### config.mk
export PLATFORM = sky130hd
export DESIGN_NAME = accel_shake_detector_top
export DESIGN_NICKNAME = d
export VERILOG_FILES = /design/src/hw/rtl/asd_pkg.sv /design/src/hw/rtl/asd_cfg_regs.sv /design/src/hw/rtl/asd_mag_test.sv /design/src/hw/rtl/asd_tracker.sv /design/src/hw/rtl/accel_shake_detector_top.sv
export SDC_FILE = /design/constraint.sdc
export NUM_CORES = 2
export LEC_CHECK = 0
export BUFFER_PORTS_ARGS = -buffer_cell sky130_fd_sc_hd__buf_2
export CAP_MARGIN = 15
export CORE_MARGIN = 10
export CORE_UTILIZATION = 62
export DETAILED_ROUTE_END_ITERATION = 7
export GPL_ROUTABILITY_DRIVEN = 0
export PLACE_DENSITY = 0.81
export SYNTH_ARGS = -nofsm -noshare
export SYNTH_HDL_FRONTEND = slang
export SYNTH_SLANG_ARGS = --single-unit
### constraint.sdc
create_clock -name clk_i -period 14.5 [get_ports clk_i]
set_input_delay 0.725 -clock clk_i [delete_from_list [all_inputs] [get_ports clk_i]]
set_output_delay 0.725 -clock clk_i [all_outputs]
set_load 0.01 [all_outputs]
### src/hw/rtl/asd_pkg.sv
package asd_pkg;

  // one g in accelerometer counts
  localparam logic [15:0] ONE_G_LSB = 16'd4096;

  // default width of the timestamp state
  localparam int unsigned TIME_BITS_DEF = 32;

  // register reset values
  localparam logic [14:0] THRESHOLD_RST = 15'd4915;
  localparam logic [15:0] WINDOW_RST    = 16'd400;
  localparam logic [7:0]  NEEDED_RST    = 8'd4;
  localparam logic [15:0] COOLDOWN_RST  = 16'd3500;

  // field widths
  localparam int unsigned ACCEL_W    = 16;
  localparam int unsigned STAMP_W    = 32;
  localparam int unsigned SQ_W       = 31;
  localparam int unsigned SUM_W      = 32;
  localparam int unsigned CFG_IDX_W  = 8;
  localparam int unsigned CFG_DATA_W = 16;
  localparam int unsigned TALLY_W    = 8;

  // register indexes on the configuration port
  typedef enum logic [CFG_IDX_W-1:0] {
    CFG_THRESHOLD = 8'd0,
    CFG_WINDOW    = 8'd1,
    CFG_NEEDED    = 8'd2,
    CFG_COOLDOWN  = 8'd3
  } cfg_idx_e;

  // live configuration
  typedef struct packed {
    logic [14:0] threshold_lsb;
    logic [15:0] window_ms;
    logic [7:0]  needed_samples;
    logic [15:0] cooldown_ms;
  } cfg_t;

  // squared magnitude bounds derived from the threshold
  typedef struct packed {
    logic [SUM_W-1:0] upper_sq;
    logic [24:0]      lower_sq;
    logic             lower_en;
  } bounds_t;

endpackage

### src/hw/rtl/asd_cfg_regs.sv
module asd_cfg_regs
  import asd_pkg::*;
(
  input  logic                  clk_i,
  input  logic                  rst_ni,
  input  logic                  cfg_valid_i,
  output logic                  cfg_ready_o,
  input  logic [CFG_IDX_W-1:0]  cfg_index_i,
  input  logic [CFG_DATA_W-1:0] cfg_data_i,
  output cfg_t                  cfg_o,
  output bounds_t               bounds_o
);

  cfg_t    cfg_q;
  bounds_t bounds_q, bounds_d;

  logic [15:0] upper;
  logic [15:0] thr_ext;
  logic [12:0] lower;
  logic [25:0] lower_prod;

  assign cfg_ready_o = 1'b1;

  // register writes, values cut to their widths, unknown indexes dropped
  always_ff @(posedge clk_i or negedge rst_ni) begin
    if (!rst_ni) begin
      cfg_q.threshold_lsb  <= THRESHOLD_RST;
      cfg_q.window_ms      <= WINDOW_RST;
      cfg_q.needed_samples <= NEEDED_RST;
      cfg_q.cooldown_ms    <= COOLDOWN_RST;
    end else if (cfg_valid_i && cfg_ready_o) begin
      unique case (cfg_idx_e'(cfg_index_i))
        CFG_THRESHOLD: cfg_q.threshold_lsb  <= cfg_data_i[14:0];
        CFG_WINDOW:    cfg_q.window_ms      <= cfg_data_i;
        CFG_NEEDED:    cfg_q.needed_samples <= cfg_data_i[7:0];
        CFG_COOLDOWN:  cfg_q.cooldown_ms    <= cfg_data_i;
        default: ;
      endcase
    end
  end

  // squared bounds around one g
  always_comb begin
    thr_ext             = {1'b0, cfg_q.threshold_lsb};
    upper               = ONE_G_LSB + thr_ext;
    lower               = 13'(ONE_G_LSB - thr_ext);
    lower_prod          = 26'(lower) * 26'(lower);
    bounds_d.upper_sq   = SUM_W'(upper) * SUM_W'(upper);
    bounds_d.lower_sq   = lower_prod[24:0];
    bounds_d.lower_en   = thr_ext < ONE_G_LSB;
  end

  always_ff @(posedge clk_i or negedge rst_ni) begin
    if (!rst_ni) begin
      bounds_q <= '0;
    end else begin
      bounds_q <= bounds_d;
    end
  end

  assign cfg_o    = cfg_q;
  assign bounds_o = bounds_q;

endmodule

### src/hw/rtl/asd_mag_test.sv
module asd_mag_test
  import asd_pkg::*;
(
  input  logic               clk_i,
  input  logic               rst_ni,
  input  logic               in_valid_i,
  output logic               in_ready_o,
  input  logic [ACCEL_W-1:0] accel_x_i,
  input  logic [ACCEL_W-1:0] accel_y_i,
  input  logic [ACCEL_W-1:0] accel_z_i,
  input  logic [STAMP_W-1:0] time_ms_i,
  input  bounds_t            bounds_i,
  output logic               out_valid_o,
  input  logic               out_ready_i,
  output logic               high_o,
  output logic [STAMP_W-1:0] time_ms_o
);

  logic               v1_q, v2_q;
  logic               en1, en2;
  logic [SQ_W-1:0]    sq_x_q, sq_y_q, sq_z_q;
  logic [STAMP_W-1:0] t1_q, t2_q;
  logic               high_q, high_d;
  logic [SUM_W-1:0]   mag_sq;
  logic signed [31:0] px, py, pz;

  // stage moves when empty or when the next one moves
  assign en2        = !v2_q || out_ready_i;
  assign en1        = !v1_q || en2;
  assign in_ready_o = en1;

  // per-axis squares
  always_comb begin
    px = 32'($signed(accel_x_i)) * 32'($signed(accel_x_i));
    py = 32'($signed(accel_y_i)) * 32'($signed(accel_y_i));
    pz = 32'($signed(accel_z_i)) * 32'($signed(accel_z_i));
  end

  always_ff @(posedge clk_i or negedge rst_ni) begin
    if (!rst_ni) begin
      v1_q <= 1'b0;
    end else if (en1) begin
      v1_q <= in_valid_i;
    end
  end

  always_ff @(posedge clk_i) begin
    if (en1 && in_valid_i) begin
      sq_x_q <= px[SQ_W-1:0];
      sq_y_q <= py[SQ_W-1:0];
      sq_z_q <= pz[SQ_W-1:0];
      t1_q   <= time_ms_i;
    end
  end

  // squared magnitude against both bounds
  always_comb begin
    mag_sq = SUM_W'(sq_x_q) + SUM_W'(sq_y_q) + SUM_W'(sq_z_q);
    high_d = (mag_sq > bounds_i.upper_sq) ||
             (bounds_i.lower_en && (mag_sq < SUM_W'(bounds_i.lower_sq)));
  end

  always_ff @(posedge clk_i or negedge rst_ni) begin
    if (!rst_ni) begin
      v2_q <= 1'b0;
    end else if (en2) begin
      v2_q <= v1_q;
    end
  end

  always_ff @(posedge clk_i) begin
    if (en2 && v1_q) begin
      high_q <= high_d;
      t2_q   <= t1_q;
    end
  end

  assign out_valid_o = v2_q;
  assign high_o      = high_q;
  assign time_ms_o   = t2_q;

endmodule

### src/hw/rtl/asd_tracker.sv
module asd_tracker
  import asd_pkg::*;
#(
  parameter int unsigned TimeBits = TIME_BITS_DEF
) (
  input  logic               clk_i,
  input  logic               rst_ni,
  input  cfg_t               cfg_i,
  input  logic               in_valid_i,
  output logic               in_ready_o,
  input  logic               high_i,
  input  logic [STAMP_W-1:0] time_ms_i,
  output logic               out_valid_o,
  input  logic               out_ready_i,
  output logic               shake_detected_o,
  output logic               sample_high_o
);

  logic [TimeBits-1:0] win_begin_q, win_begin_d;
  logic [TimeBits-1:0] last_fire_q, last_fire_d;
  logic [TALLY_W-1:0]  tally_q, tally_d, tally_up;
  logic [TimeBits-1:0] now, elapsed, since_fire;
  logic                expired, cool_ok, fire;
  logic                out_v_q, shake_q, high_q;
  logic                en;

  assign en         = !out_v_q || out_ready_i;
  assign in_ready_o = en;

  // window tally and trigger decision
  always_comb begin
    now         = TimeBits'(time_ms_i);
    elapsed     = now - win_begin_q;
    since_fire  = now - last_fire_q;
    expired     = elapsed > TimeBits'(cfg_i.window_ms);
    cool_ok     = since_fire > TimeBits'(cfg_i.cooldown_ms);
    win_begin_d = win_begin_q;
    if (high_i) begin
      if ((tally_q == '0) || expired) begin
        tally_up    = TALLY_W'(1);
        win_begin_d = now;
      end else if (tally_q != '1) begin
        tally_up = tally_q + TALLY_W'(1);
      end else begin
        tally_up = tally_q;
      end
    end else if (expired) begin
      tally_up = '0;
    end else begin
      tally_up = tally_q;
    end
    // zero needed samples acts as one
    fire        = (tally_up != '0) && (tally_up >= cfg_i.needed_samples) && cool_ok;
    tally_d     = fire ? '0 : tally_up;
    last_fire_d = fire ? now : last_fire_q;
  end

  always_ff @(posedge clk_i or negedge rst_ni) begin
    if (!rst_ni) begin
      win_begin_q <= '0;
      last_fire_q <= '0;
      tally_q     <= '0;
    end else if (in_valid_i && en) begin
      win_begin_q <= win_begin_d;
      last_fire_q <= last_fire_d;
      tally_q     <= tally_d;
    end
  end

  // result register
  always_ff @(posedge clk_i or negedge rst_ni) begin
    if (!rst_ni) begin
      out_v_q <= 1'b0;
    end else if (en) begin
      out_v_q <= in_valid_i;
    end
  end

  always_ff @(posedge clk_i) begin
    if (in_valid_i && en) begin
      shake_q <= fire;
      high_q  <= high_i;
    end
  end

  assign out_valid_o      = out_v_q;
  assign shake_detected_o = shake_q;
  assign sample_high_o    = high_q;

endmodule

### src/hw/rtl/accel_shake_detector_top.sv
// path: a sample passes the square register, the bound test register and the tracker result register
// throughput: one sample per cycle unless the output stalls; the window and cooldown
// state updates with the tracker result register; squares and bounds are registered ahead
// reset: rst_ni async active low; configuration registers return to their defaults,
// window start, tally and last trigger time clear to zero, pipeline empties
module accel_shake_detector_top
  import asd_pkg::*;
#(
  parameter int unsigned TIME_BITS = TIME_BITS_DEF
) (
  input  logic                  clk_i,
  input  logic                  rst_ni,
  // x [15:0], y [31:16], z [47:32], time_ms [79:48]
  input  logic [79:0]           s_axis_tdata_i,
  input  logic                  s_axis_tvalid_i,
  output logic                  s_axis_tready_o,
  // shake_detected [0], sample_high [1], zero [7:2]
  output logic [7:0]            m_axis_tdata_o,
  output logic                  m_axis_tvalid_o,
  input  logic                  m_axis_tready_i,
  input  logic                  cfg_valid_i,
  output logic                  cfg_ready_o,
  input  logic [CFG_IDX_W-1:0]  cfg_index_i,
  input  logic [CFG_DATA_W-1:0] cfg_data_i
);

  cfg_t               cfg;
  bounds_t            bounds;
  logic               mid_valid, mid_ready, mid_high;
  logic [STAMP_W-1:0] mid_time;
  logic               shake, high;

  asd_cfg_regs u_cfg (
    .clk_i       (clk_i),
    .rst_ni      (rst_ni),
    .cfg_valid_i (cfg_valid_i),
    .cfg_ready_o (cfg_ready_o),
    .cfg_index_i (cfg_index_i),
    .cfg_data_i  (cfg_data_i),
    .cfg_o       (cfg),
    .bounds_o    (bounds)
  );

  asd_mag_test u_mag (
    .clk_i       (clk_i),
    .rst_ni      (rst_ni),
    .in_valid_i  (s_axis_tvalid_i),
    .in_ready_o  (s_axis_tready_o),
    .accel_x_i   (s_axis_tdata_i[15:0]),
    .accel_y_i   (s_axis_tdata_i[31:16]),
    .accel_z_i   (s_axis_tdata_i[47:32]),
    .time_ms_i   (s_axis_tdata_i[79:48]),
    .bounds_i    (bounds),
    .out_valid_o (mid_valid),
    .out_ready_i (mid_ready),
    .high_o      (mid_high),
    .time_ms_o   (mid_time)
  );

  asd_tracker #(
    .TimeBits (TIME_BITS)
  ) u_trk (
    .clk_i            (clk_i),
    .rst_ni           (rst_ni),
    .cfg_i            (cfg),
    .in_valid_i       (mid_valid),
    .in_ready_o       (mid_ready),
    .high_i           (mid_high),
    .time_ms_i        (mid_time),
    .out_valid_o      (m_axis_tvalid_o),
    .out_ready_i      (m_axis_tready_i),
    .shake_detected_o (shake),
    .sample_high_o    (high)
  );

  assign m_axis_tdata_o = {6'b0, high, shake};

endmodule
==> summary.txt <==
Routing
  • Final ANT Viol Nets: 0
  • DR WL met3: 8490 µm
  • WL met2: 63300 µm
  • Drt wl/cell: 17.8 µm
  • Total number of vias: 40211
  • 1st-iter DRT viols: 2535
  • Number of iterations in the first detailed-routing pass: 7
  • M1 wire length: between 50000 and 60000 µm
  • Drc violations: 0
  • WL final: approximately 130000 µm
  • Vias per std cell: 5.62
  • Uppermost layer routed: met5

STA
  • Endpoints failing hold: 0
  • Max_slew headroom: 0.196
  • Fin crit share: 0.558
  • Post-layout minimum cycle time: approximately 8000 ps
  • Max Fclk: approximately 120 MHz
  • Final setup fails: 0
  • Worst Skew: 38.0 ps
  • Setup repair after global routing missed its margin: no
  • Max-slew violation count: 0
  • Setup TNS: 0 ps
  • Worst-Margin Slew: 1200 ps

Yosys
  • Yosys Warn Count: 0
  • Cell area after synthesis: 57000 µm²
  • Synth Instances: 5902
  • Synth Flop Type: dfrtp_1
  • Synth area leader: fa_1
  • Synth top area share: 0.348
  • Asr flop ratio synth: 0.540
  • Synthesis-stage register bit count: 341
  • Syn avg cell area: 9.66 µm²
  • Synth area leaders: fa_1, ha_1, inv_1
  • Post-synth EDFFs: 157
  • Register area share after synthesis: 0.164
  • Synth cell types: 91

Clock tree
  • Worst-Skew Late Latency: 580 ps
  • Clock Root Buffer: clkbuf_16
  • TritonCTS Buffers: 40
  • Reg clk slew, reported paths: 70 ps
  • CTS tree: done
  • Clock Path Buffers: 3
  • Hold_buf cts: 0
  • Clk sinks: 341
  • Post-CTS sizing: 0
  • H-tree levels: 2
  • Postcts setup bufs: 0

Die
  • Die Y: 323 µm
  • # IOs: 120
  • Die W: 323 µm
  • Core Box Area: 91400 µm²
  • Die ar.: 104000 µm²
  • # rows: 111
  • Initial core utilization: 0.624

Critical path
  • Crit end category: flop
  • Crit. Startpoint: u_mag.time_ms_o[0]$_DFFE_PP_
  • Critical Path RT: around 15000 ps
  • Max stage delay on crit path: 640 ps
  • Data arrival, critical path: 8540 ps
  • Most common cell on crit path: a21o_1
  • Max FO, Critical Path: 32
  • CP max stage cell: or4_1
  • Startpoint Class: flop
  • Reg2reg start: u_mag.time_ms_o[0]$_DFFE_PP_
  • Crit path kind: flop to flop

Placed design
  • PortBufs: 112
  • DP Wirelength: about 110000 µm

Finish
  • Layout cell share with drive strength beyond 1: 0.0570
  • Area Overhead vs Synth: 5.11%
  • Commonest non-fill, non-tap cell in the layout: inv_1
  • Fin nets: around 7600
  • Filler Cells Inserted: 6945
  • Most frequent cells in the layout: inv_1, fa_1, ha_1

GRT
  • GRT Residual Overflow: 0
  • Tot GR Track Use: 0.253
  • Largest net degree at the start of global routing: 104
  • First-pass GRT wire length: 215000 µm
  • Vias in the first global route: between 40000 and 50000
  • Initial antenna violation count: 2

Outcome
  • Status: finished, final reports clean

Flow run
  • Max-Cap Viols: 0

Hold path
  • Hold WC Path Type: primary input to asynchronous set/reset pin
-- metal layers --
layer	GRT usage	vias to the layer above
met4	0.0869	2
met1	0.323	20106
li1	-	18406
met5	0	-
met3	0.0386	329
met2	0.436	1368
-- synthesized netlist by cell type, types with 21 or more instances --
cell,n
a211oi_1,22
a21o_1,94
a21oi_1,215
a31oi_1,21
and2_1,183
and3_1,36
clkbuf_1,118
dfrtp_1,166
edfxtp_1,157
fa_1,991
ha_1,602
inv_1,1487
mux2_2,56
mux2_4,30
nand2_1,438
nand2b_1,60
nand3_1,57
nand4_1,44
nor2_1,291
nor2b_1,47
nor3_1,58
o21a_1,39
o21ai_0,139
o21bai_1,26
xnor2_1,182
xor2_1,72
-- critical path: cells and delay by family (launching register included) --
kind | cells | cell delay, ps
AND/OR/NAND/NOR | 9 | 1750
adder cells (fa/ha/maj) | 4 | 1150
AO/OA/AOI/OAI | 17 | 3490
XOR/XNOR | 1 | 140
multiplexers | 1 | 400
flip-flops | 1 | 360
buffers and inverters | 2 | 640
-- logic make-up after synthesis --
logic type,share of synthesized area
AOI/OAI and AO/OA,0.0799
xor gates and xnor gates,0.0390
adders and majority gates,0.480
buffers and inverters,0.110
DFF,0.164
muxes,0.0200
other,0.000132
and+or+nand+nor,0.107
-- stage by stage --
| stage | setup slack [ps] | area [µm²] | hold slack [ps] | util | instances |
|---|---|---|---|---|---|
| 2_1_floorplan | 7160 | 57000 | 400 | - | 5911 |
| 3_3_place_gp | 6600 | 58600 | 402 | 0.641 | 7081 |
| 3_5_place_dp | 6440 | 58600 | 405 | 0.641 | 7081 |
| 4_1_cts | 6420 | 59900 | 290 | 0.656 | 7155 |
| 5_1_grt | 5860 | 59900 | 300 | 0.656 | 7155 |
| 6_report | 6410 | 59900 | 258 | 0.656 | 7158 |
-- sequential cells by signal, indices dropped and copies added (netlist names) --
name and cells:
u_trk.last_fire_q 32, u_mag.sq_y_q 30, u_mag.sq_z_q 30, u_trk.win_begin_q 32, u_cfg.bounds_o 54, u_trk.shake_detected_o 1
u_trk.sample_high_o 1, u_trk.tally_q 8, u_cfg.cfg_o 55, u_mag.out_valid_o 1, u_mag.time_ms_o 32, u_mag.sq_x_q 30
u_mag.t1_q 32, u_mag.high_o 1, u_trk.out_valid_o 1, u_mag.v1_q 1
-- final cells by class --
type / instances / area, µm² / share of cell area
Clock inverter: 25 / 265 / 0.00443
Multi-Input combinational cell: 3933 / 41500 / 0.692
Clock buffer: 49 / 1070 / 0.0179
Sequential cell: 341 / 9340 / 0.156
Timing Repair Buffer: 123 / 652 / 0.0109
Inverter: 1498 / 5620 / 0.0938
Antenna cell: 3 / 7.51 / 0.000125
Tap cell: 1186 / 1480 / 0.0248
-- final timing paths --
| check | endpoint | slack [ps] | depth (start not counted) |
|---|---|---|---|
| setup reg to reg | u_trk.last_fire_q[0]$_DFFE_PN0P_ | 6410 | 34 |
| min in group clk_i | u_mag.t1_q[23]$_DFFE_PP_ | 320 | 1 |
| hold / removal | u_cfg.cfg_o[47]$_DFFE_PN0P_ | 260 | 1 |
| hold reg to reg | u_mag.time_ms_o[13]$_DFFE_PP_ | 420 | 0 |
| setup / recovery | u_trk.last_fire_q[0]$_DFFE_PN0P_ | 6410 | 34 |
| max in group asynchronous | u_trk.win_begin_q[12]$_DFFE_PN0P_ | 12630 | 2 |
Power is left out: the tool's default activity adds up to more than one toggle a clock period on the data nets, which glitch-free logic cannot reach.
